**config.mk**
```make
export PLATFORM = sky130hd
export DESIGN_NAME = hef_front
export DESIGN_NICKNAME = d
export VERILOG_FILES = /design/src/rtl/hef_pkg.sv /design/src/rtl/hef_fifo.sv /design/src/rtl/hef_front.sv
export SDC_FILE = /design/constraint.sdc
export NUM_CORES = 1
export LEC_CHECK = 0
export ABC_AREA = 0
export CORE_ASPECT_RATIO = 1.1
export CORE_MARGIN = 5
export CORE_UTILIZATION = 60
export DETAILED_ROUTE_END_ITERATION = 6
export DONT_BUFFER_PORTS = 1
export HOLD_SLACK_MARGIN = 0.15
export PLACE_DENSITY_LB_ADDON = 0.2
export SLEW_MARGIN = 20
export SYNTH_ARGS = -nofsm -noshare
export SYNTH_HDL_FRONTEND = slang
export SYNTH_SLANG_ARGS = --single-unit
export TNS_END_PERCENT = 20
```
**constraint.sdc**
```tcl
create_clock -name clock -period 6.78 [get_ports clock]
set_input_delay 0.339 -clock clock [delete_from_list [all_inputs] [get_ports clock]]
set_output_delay 0.339 -clock clock [all_outputs]
set_load 0.01 [all_outputs]
```
**src/rtl/hef_pkg.sv**
```systemverilog
`timescale 1ns / 1ps
package hef_pkg;

   localparam int DEF_MAX_WIDTH  = 512;
   localparam int DEF_MAX_HEIGHT = 512;
   localparam int IDX_W          = 18;
   localparam int ROUND_W        = 19;
   localparam int CFG_W          = 10;
   localparam int CMD_DEPTH      = 4;
   localparam int RSP_DEPTH      = 2;

   localparam logic [1:0] CLS_NONE   = 2'd0;
   localparam logic [1:0] CLS_WEAK   = 2'd1;
   localparam logic [1:0] CLS_STRONG = 2'd2;

   localparam logic CSR_WIDTH  = 1'b0;
   localparam logic CSR_HEIGHT = 1'b1;

   localparam logic [1:0] OFF_NEG  = 2'b11;
   localparam logic [1:0] OFF_ZERO = 2'b00;
   localparam logic [1:0] OFF_POS  = 2'b01;

   localparam logic [1:0] NB_DX [8] = '{OFF_NEG, OFF_ZERO, OFF_POS, OFF_NEG,
                                        OFF_POS, OFF_NEG, OFF_ZERO, OFF_POS};
   localparam logic [1:0] NB_DY [8] = '{OFF_NEG, OFF_NEG, OFF_NEG, OFF_ZERO,
                                        OFF_ZERO, OFF_POS, OFF_POS, OFF_POS};

   typedef enum logic [1:0] {
      MODE_WRITE = 2'd0,
      MODE_RUN   = 2'd1,
      MODE_READ  = 2'd2,
      MODE_NOP   = 2'd3
   } mode_type;

   typedef enum logic [2:0] {
      ST_IDLE,
      ST_RD_WAIT,
      ST_SEED,
      ST_ROUND,
      ST_POP,
      ST_LOAD,
      ST_NB_RD,
      ST_NB_CHK
   } state_type;

   typedef struct packed {
      mode_type         mode;
      logic [IDX_W-1:0] index;
      logic [1:0]       cls;
      logic             oob;
   } cmd_type;

   typedef struct packed {
      logic [1:0]         cls;
      logic [ROUND_W-1:0] rounds;
      logic               status;
   } rsp_type;

endpackage

```
**src/rtl/hef_fifo.sv**
```systemverilog
`timescale 1ns / 1ps
module hef_fifo
   import hef_pkg::*;
#(
   parameter int WIDTH = 8,
   parameter int DEPTH = 4
) (
   input  logic             clock,
   input  logic             reset,
   input  logic             push,
   input  logic [WIDTH-1:0] din,
   output logic             full,
   input  logic             pop,
   output logic [WIDTH-1:0] dout,
   output logic             empty
);

   localparam int PTR_W = (DEPTH > 1) ? $clog2(DEPTH) : 1;
   localparam int CNT_W = $clog2(DEPTH + 1);

   logic [WIDTH-1:0] mem_ff [DEPTH];
   logic [PTR_W-1:0] wr_ptr_ff, wr_ptr_in, rd_ptr_ff, rd_ptr_in;
   logic [CNT_W-1:0] count_ff, count_in;
   logic             do_push, do_pop;

   assign full    = (count_ff == CNT_W'(DEPTH));
   assign empty   = (count_ff == '0);
   assign dout    = mem_ff[rd_ptr_ff];
   assign do_push = push && !full;
   assign do_pop  = pop && !empty;

   always_comb begin
      wr_ptr_in = wr_ptr_ff;
      rd_ptr_in = rd_ptr_ff;
      count_in  = count_ff;
      if (do_push) begin
         wr_ptr_in = (wr_ptr_ff == PTR_W'(DEPTH - 1)) ? '0 : PTR_W'(wr_ptr_ff + 1'b1);
      end
      if (do_pop) begin
         rd_ptr_in = (rd_ptr_ff == PTR_W'(DEPTH - 1)) ? '0 : PTR_W'(rd_ptr_ff + 1'b1);
      end
      if (do_push && !do_pop) begin
         count_in = CNT_W'(count_ff + 1'b1);
      end else if (do_pop && !do_push) begin
         count_in = CNT_W'(count_ff - 1'b1);
      end
   end

   always_ff @(posedge clock) begin
      if (reset) begin
         wr_ptr_ff <= '0;
         rd_ptr_ff <= '0;
         count_ff  <= '0;
      end else begin
         wr_ptr_ff <= wr_ptr_in;
         rd_ptr_ff <= rd_ptr_in;
         count_ff  <= count_in;
      end
   end

   always_ff @(posedge clock) begin
      if (do_push) begin
         mem_ff[wr_ptr_ff] <= din;
      end
   end

endmodule

```
**src/rtl/hef_front.sv**
```systemverilog
`timescale 1ns / 1ps
module hef_front
   import hef_pkg::*;
#(
   parameter int MAX_WIDTH  = DEF_MAX_WIDTH,
   parameter int MAX_HEIGHT = DEF_MAX_HEIGHT,
   localparam int WD_W  = $clog2(MAX_WIDTH + 1),
   localparam int HD_W  = $clog2(MAX_HEIGHT + 1),
   localparam int CNT_W = $clog2(MAX_WIDTH * MAX_HEIGHT) + 1
) (
   input  logic             clock,
   input  logic             reset,
   input  logic             req_push,
   output logic             req_full,
   input  logic [1:0]       req_mode,
   input  logic [IDX_W-1:0] req_pixel_index,
   input  logic [1:0]       req_pixel_class_in,
   input  logic             csr_valid,
   output logic             csr_ready,
   input  logic             csr_index,
   input  logic [CFG_W-1:0] csr_data,
   output logic [WD_W-1:0]  img_w,
   output logic [HD_W-1:0]  img_h,
   output logic [CNT_W-1:0] pix_count,
   input  logic             cmd_pop,
   output cmd_type          cmd,
   output logic             cmd_empty
);

   localparam int CMP_W = (IDX_W > CNT_W) ? IDX_W : CNT_W;

   logic [WD_W-1:0]  w_ff, w_nxt;
   logic [HD_W-1:0]  h_ff, h_nxt;
   logic [CNT_W-1:0] p_ff;
   logic [CNT_W-1:0] w_ext, h_ext;
   cmd_type          cmd_new;
   logic             csr_fire;

   function automatic logic [WD_W-1:0] eff_w(input logic [CFG_W-1:0] v);
      if (v == '0) begin
         return WD_W'(1);
      end
      if (int'(v) > MAX_WIDTH) begin
         return WD_W'(MAX_WIDTH);
      end
      return WD_W'(v);
   endfunction

   function automatic logic [HD_W-1:0] eff_h(input logic [CFG_W-1:0] v);
      if (v == '0) begin
         return HD_W'(1);
      end
      if (int'(v) > MAX_HEIGHT) begin
         return HD_W'(MAX_HEIGHT);
      end
      return HD_W'(v);
   endfunction

   assign csr_ready = 1'b1;
   assign csr_fire  = csr_valid && csr_ready;
   assign img_w     = w_ff;
   assign img_h     = h_ff;
   assign pix_count = p_ff;

   always_comb begin
      w_nxt = w_ff;
      h_nxt = h_ff;
      if (csr_fire) begin
         unique case (csr_index)
            CSR_WIDTH:  w_nxt = eff_w(csr_data);
            CSR_HEIGHT: h_nxt = eff_h(csr_data);
            default:    w_nxt = w_ff;
         endcase
      end
      w_ext = CNT_W'(w_nxt);
      h_ext = CNT_W'(h_nxt);
   end

   always_ff @(posedge clock) begin
      if (reset) begin
         w_ff <= eff_w(CFG_W'(DEF_MAX_WIDTH));
         h_ff <= eff_h(CFG_W'(DEF_MAX_HEIGHT));
         p_ff <= CNT_W'(CNT_W'(eff_w(CFG_W'(DEF_MAX_WIDTH)))
                        * CNT_W'(eff_h(CFG_W'(DEF_MAX_HEIGHT))));
      end else if (csr_fire) begin
         w_ff <= w_nxt;
         h_ff <= h_nxt;
         p_ff <= CNT_W'(w_ext * h_ext);
      end
   end

   // classify: flag indices outside the image
   always_comb begin
      cmd_new.mode  = mode_type'(req_mode);
      cmd_new.index = req_pixel_index;
      cmd_new.cls   = req_pixel_class_in;
      cmd_new.oob   = (CMP_W'(req_pixel_index) >= CMP_W'(p_ff));
   end

   hef_fifo #(
      .WIDTH ($bits(cmd_type)),
      .DEPTH (CMD_DEPTH)
   ) u_cmd_fifo (
      .clock (clock),
      .reset (reset),
      .push  (req_push),
      .din   (cmd_new),
      .full  (req_full),
      .pop   (cmd_pop),
      .dout  (cmd),
      .empty (cmd_empty)
   );

endmodule

```
== Yosys cells after proc, flatten, opt, wreduce, memory -nomap -nowiden ==
Memory sizes are Yosys's and may differ from the RTL's. A register that Yosys moved wholly into a read port is not among the register bits.
Index checks and enable logic that the tools add are counted.

* Reduce and logical (&&, ||, !) cells: 11
* Eq/ne operators: 3
* Multipliers: 1
* Add/subtract/negate cells: 4
* Multiplexer cells: 30
* $lt $le $gt $ge: 2

{| class="wikitable"
|+ Operators by type and width
! operator !! count
|-
| $mux 10 || 10
|-
| $ge 18x19->1 || 1
|-
| $mul 10x10->19 || 1
|-
| $mux 1 || 14
|-
| $gt 10x10->1 const B || 1
|-
| $logic_not 10->1 || 1
|-
| $mux 2 || 4
|-
| $mux 3 || 2
|-
| $add 2x1->2 const B || 2
|-
| $eq 2x2->1 const B || 2
|-
| $logic_and 1x1->1 || 4
|-
| $logic_not 1->1 || 4
|-
| $add 3x1->3 const B || 1
|-
| $eq 3x3->1 const B || 1
|-
| $logic_not 3->1 || 1
|-
| $sub 3x1->3 const B || 1
|-
| $reduce_bool 2->1 || 1
|}

* Word-level logic and storage cells: 58
* Memories kept: 1
* Bits in registers: 46
* Output and inout port bits: 65
* Input bits: 38
* Bits in writable memories: 92

{| class="wikitable"
|+ Memories
! name !! words !! width !! rd ports !! clocked after memory_dff !! write ports !! RTL line !! RTL
|-
| u_cmd_fifo.mem_ff || 4 || 23 || 1 || 1 || 1 || hef_fifo.sv:21 || <nowiki>logic [WIDTH-1:0] mem_ff [DEPTH];</nowiki>
|}

== Depth between registers and ports, before layout ==
* Depth after elaboration: 12
* Gate-level depth with buffers: 24
* Mapped depth without buffers: 21

== By module ==
A second synthesis with hierarchy kept.

* Cell total of the unflattened synthesis: 775
* Area total of the unflattened synthesis: 8881.0 um^2

{| class="wikitable"
|+ By module, submodules not included
! module !! times used !! cells each !! area each (um^2) !! seq. area each (um^2)
|-
| hef_front || 1 || 605 || 5077.4 || 780.7
|-
| hef_fifo || 1 || 170 || 3803.6 || 2942.8
|}

== Worst setup path before layout ==
No wires, ideal clock.

* Path kind: input -> register
* Start: input port csr_valid
* End: register p_ff[15] (netlist: pix_count[15])
* Cell stages on the path: 24
* Required time: 6.659 ns
* Buffers on the path: 3
* Library setup time: 0.121 ns
* Setup slack: 1.037 ns
* Arrival: 5.622 ns
* Path through: buf_2 nand2b_1 buf_2 clkbuf_1 nand2_1 o21ai_1 nand2_1 fa_1 inv_1 fa_1 inv_1 fa_1 inv_1 fa_1 inv_1 fa_1 inv_1 ha_1 a21o_1 a21o_1 a221o_1 a41oi_1 xor2_1 o21ai_1

* Word-level cells in the longest chain between the ends: 2
* Elaborated cells on any way between the ends: 3
* Classes of those cells: 1 x mul; 2 x mux

{| class="wikitable"
|+ Ends and longest elaborated chain
! item !! RTL line !! RTL
|-
| start: declaration || hef_front.sv:18 || <nowiki>input logic csr_valid,</nowiki>
|-
| $mux 10 || hef_front.sv:68 || <nowiki>if (csr_fire) begin</nowiki>
|-
| $mul 10x10->19 || hef_front.sv:88 || <nowiki>p_ff <= CNT_W'(w_ext * h_ext);</nowiki>
|-
| end signal: assignment || hef_front.sv:83 || <nowiki>p_ff <= CNT_W'(CNT_W'(eff_w(CFG_W'(DEF_MAX_WIDTH)))</nowiki>
|-
| end signal: assignment || hef_front.sv:88 ||
|-
| end: declaration || hef_front.sv:34 || <nowiki>logic [CNT_W-1:0] p_ff;</nowiki>
|}

Several ways; a longest one is shown, not always the timed one.
A chain may end at the register's enable or synchronous reset.

== Worst setup path after layout ==
* Start: input port csr_index
* End: register p_ff[14] (netlist: pix_count[14])

* Word-level cells in the longest chain between the ends: 3
* Elaborated cells on any way between the ends: 5
* Classes of those cells: 1 x mul; 4 x mux

{| class="wikitable"
|+ Ends and longest elaborated chain
! item !! RTL line !! RTL
|-
| start: declaration || hef_front.sv:20 || <nowiki>input logic csr_index,</nowiki>
|-
| $mux 10 || hef_front.sv:69 || <nowiki>unique case (csr_index)</nowiki>
|-
| $mux 10 || hef_front.sv:68 ||
|-
| $mul 10x10->19 * || hef_front.sv:88 ||
|}

Every way passes the cells marked *; elsewhere a longest branch is shown, timed or not.

==> results.tsv <==
metric	value	unit
status	finished clean	
GRT overflow	0	
fillers	1044	
register bit total from synthesis	140	
VDD IR max	160	uV
initial antenna violation count	0	
worst-path maximum fanout	25	
utilization after layout	68.9	%
Row Count	46	
setup TNS	0	ps
WL final	20.5	mm
Final Hold Vio Count	0	
placed instance area	9160	sq um
pre-CTS setup slack	683	ps
Max Slew Vio Count	0	
largest net degree at the start of global routing	53	
compound-cell area share of the yosys netlist	7.99	%
die area	17500	sq um
Avg Inst Size Synth	11.3	sq um
post-DR vias/cell	5.87	
post-detailed-route count of antenna-violating nets	0	
unrepaired setup endpoints after global routing	false	
crit path kind	primary input to flop	
post-CTS sizing	0	
Post-Syn Area	8960	sq um
Synth Area in Adders	24.5	%
Arr. time, crit path	6400	ps
Initial Util	61.5	%
clock skew	9.47	ps
max-capacitance violation count	0	
fin worst setup slack	733	ps
xor/xnor share of the synthesized area	1.27	%
post-synthesis net count	971	
largest family of logic cells by synthesized area	adder cells	
Port Buffers	0	
dpl cells	968	
DRC violations left	0	
n_diodes	0	
non-filler instance count after layout	1027	
Area contributors post-synth	edfxtp_1 (31%), fa_1 (14%), dfxtp_1 (11%)	
layout cells sized above 1	9.22	%
Final setup violation count	0	
I/O pins	103	
Clock Tree Buf Depth	2	
CTS tree	yes	
H-tree depth	4	
Die Y-Extent	138	um
clock transition at the registers of the reported paths	60	ps
NumNets Final	998	
global-route usage over all layers	24.1	%
gpl congestion	0.889	
register area share after synthesis	41.6	%
die width	126	um
HP Class	primary input to flop	
Root Buffer	clkbuf_16	
area grow syn2layout	12.1	%
Setup crit start kind	primary input	
simple-gate area share of the yosys netlist	11.8	%
Async S/R FF share, synth	0	%
final worst-path cycle share	89.2	%
synth unique cells	63	
number of enable flip-flop cells after synthesis	92	
most common cell in the netlist	nor2_1	
Design Area, Final	10000	sq um
CP Capture Type	flop	
DR pass1 iterations	5	
clk sink count	140	
worst slew pin tran	1070	ps
Post-Synthesis Cells	795	
clk_lat worst skew	420	ps
post-synthesis mux area share	7.45	%
Worst Path Required	7140	ps
Leakage Power	4.22	nW
CTS Buf Count	17	
PD cells	244	nW/um^2
Slew headroom	28.7	%
min cycle time layout	6050	ps
total number of vias	6028	
global-route wire length before repair	33.1	mm
via count of the first global-routing pass	6349	
synth warn	0	
drt initial violations	279	
main flop type after synthesis	edfxtp_1	
Achievable Freq	165	MHz
Yosys top cell by area	edfxtp_1	
post-DP HPWL	15.0	mm
WL/cell	20.0	um
Synth top cells by count	nor2_1 (110), inv_1 (95), edfxtp_1 (92)	
CORE AREA	14600	sq um
share of the synthesized area in the top cell type	30.8	%
## cells by family after synthesis
| kind of cell | Yosys count |
|---|---|
| fa+ha+maj | 138 |
| compound gates | 105 |
| flops | 140 |
| xor+xnor | 13 |
| buf+inv | 126 |
| mux | 36 |
| simple gates | 236 |
| other cells | 1 |
## layout make-up
type | count | area, sq um | area share (%)
Multi-Input combinational cell | 529 | 4750 | 47.4
Sequential cell | 140 | 3720 | 37.1
Clock buffer | 18 | 429 | 4.28
Timing Repair Buffer | 38 | 363 | 3.61
Inverter | 96 | 360 | 3.59
Tap cell | 192 | 240 | 2.39
Clock inverter | 14 | 166 | 1.66
## power by group
part	internal, mW	total [mW]	switching, mW
clock network	0.578	0.936	0.358
logic	0.199	0.441	0.242
registers	0.994	1.07	0.0755
## registers in the layout, indices dropped and copies added (netlist names), named ones only
name	count
img_h	10
img_w	10
pix_count	19
u_cmd_fifo.count_ff	3
u_cmd_fifo.mem_ff	92
u_cmd_fifo.rd_ptr_ff	2
u_cmd_fifo.wr_ptr_ff	2
## critical path, stage by stage
cell           delay [ps]
nand2b_1              480
nor2_1                240
a21oi_1                60
buf_4                 220
or2_1                 230
fa_1                  480
inv_1                  50
fa_1                  450
ha_1                  310
fa_1                  550
inv_1                  60
fa_1                  530
inv_1                  40
ha_1                  350
and2_1                190
a221o_1               370
o21ai_2               200
a21oi_2               120
o2111a_1              250
a2111oi_2             310
dlygate4sd3_1         580
## cells in the final DEF, fill, tap and decap left out, drive strengths merged, types with 4 or more instances in the layout
cell type / n
nor3: 11
or2: 7
o21a: 12
nand2b: 21
clkbuf: 18
dlygate4sd3: 26
a21o: 13
and2: 8
ha: 76
o21ai: 21
buf: 12
nor2: 110
inv: 99
a211oi: 4
edfxtp: 92
mux2i: 11
fa: 62
o311ai: 4
mux4: 23
nand2: 54
dfxtp: 48
nand3: 6
a21oi: 26
clkinv: 5
xnor2: 10
or3: 5
## routing by layer
metal / GRT usage, % / share of wire, %
met5: 0 / 0
met4: 8.64 / 2.7
met3: 5.47 / 5.7
met2: 42.9 / 53
met1: 28.3 / 39
## what timing repair did
item,CTS,global route
hold endpoints to repair,135,0
setup buffers,0,0
hold buffers,27,0
## through the flow
step	power, mW	hold slack, ps
floorplan	1.41	438
global placement	1.48	414
detailed placement	1.50	417
CTS	2.47	150
global route	2.56	191
finish	2.45	171
## worst paths after layout
path,endpoint,slack [ps],cells after the start,start
worst min register to register,u_cmd_fifo.count_ff[2],540,2,u_cmd_fifo.count_ff[2]
worst min-delay path,pix_count[17],170,3,reset
worst max-delay path,pix_count[14],730,21,csr_index
worst max register to register,pix_count[14],860,19,img_h[1]
(Power assumes the default switching activity.)
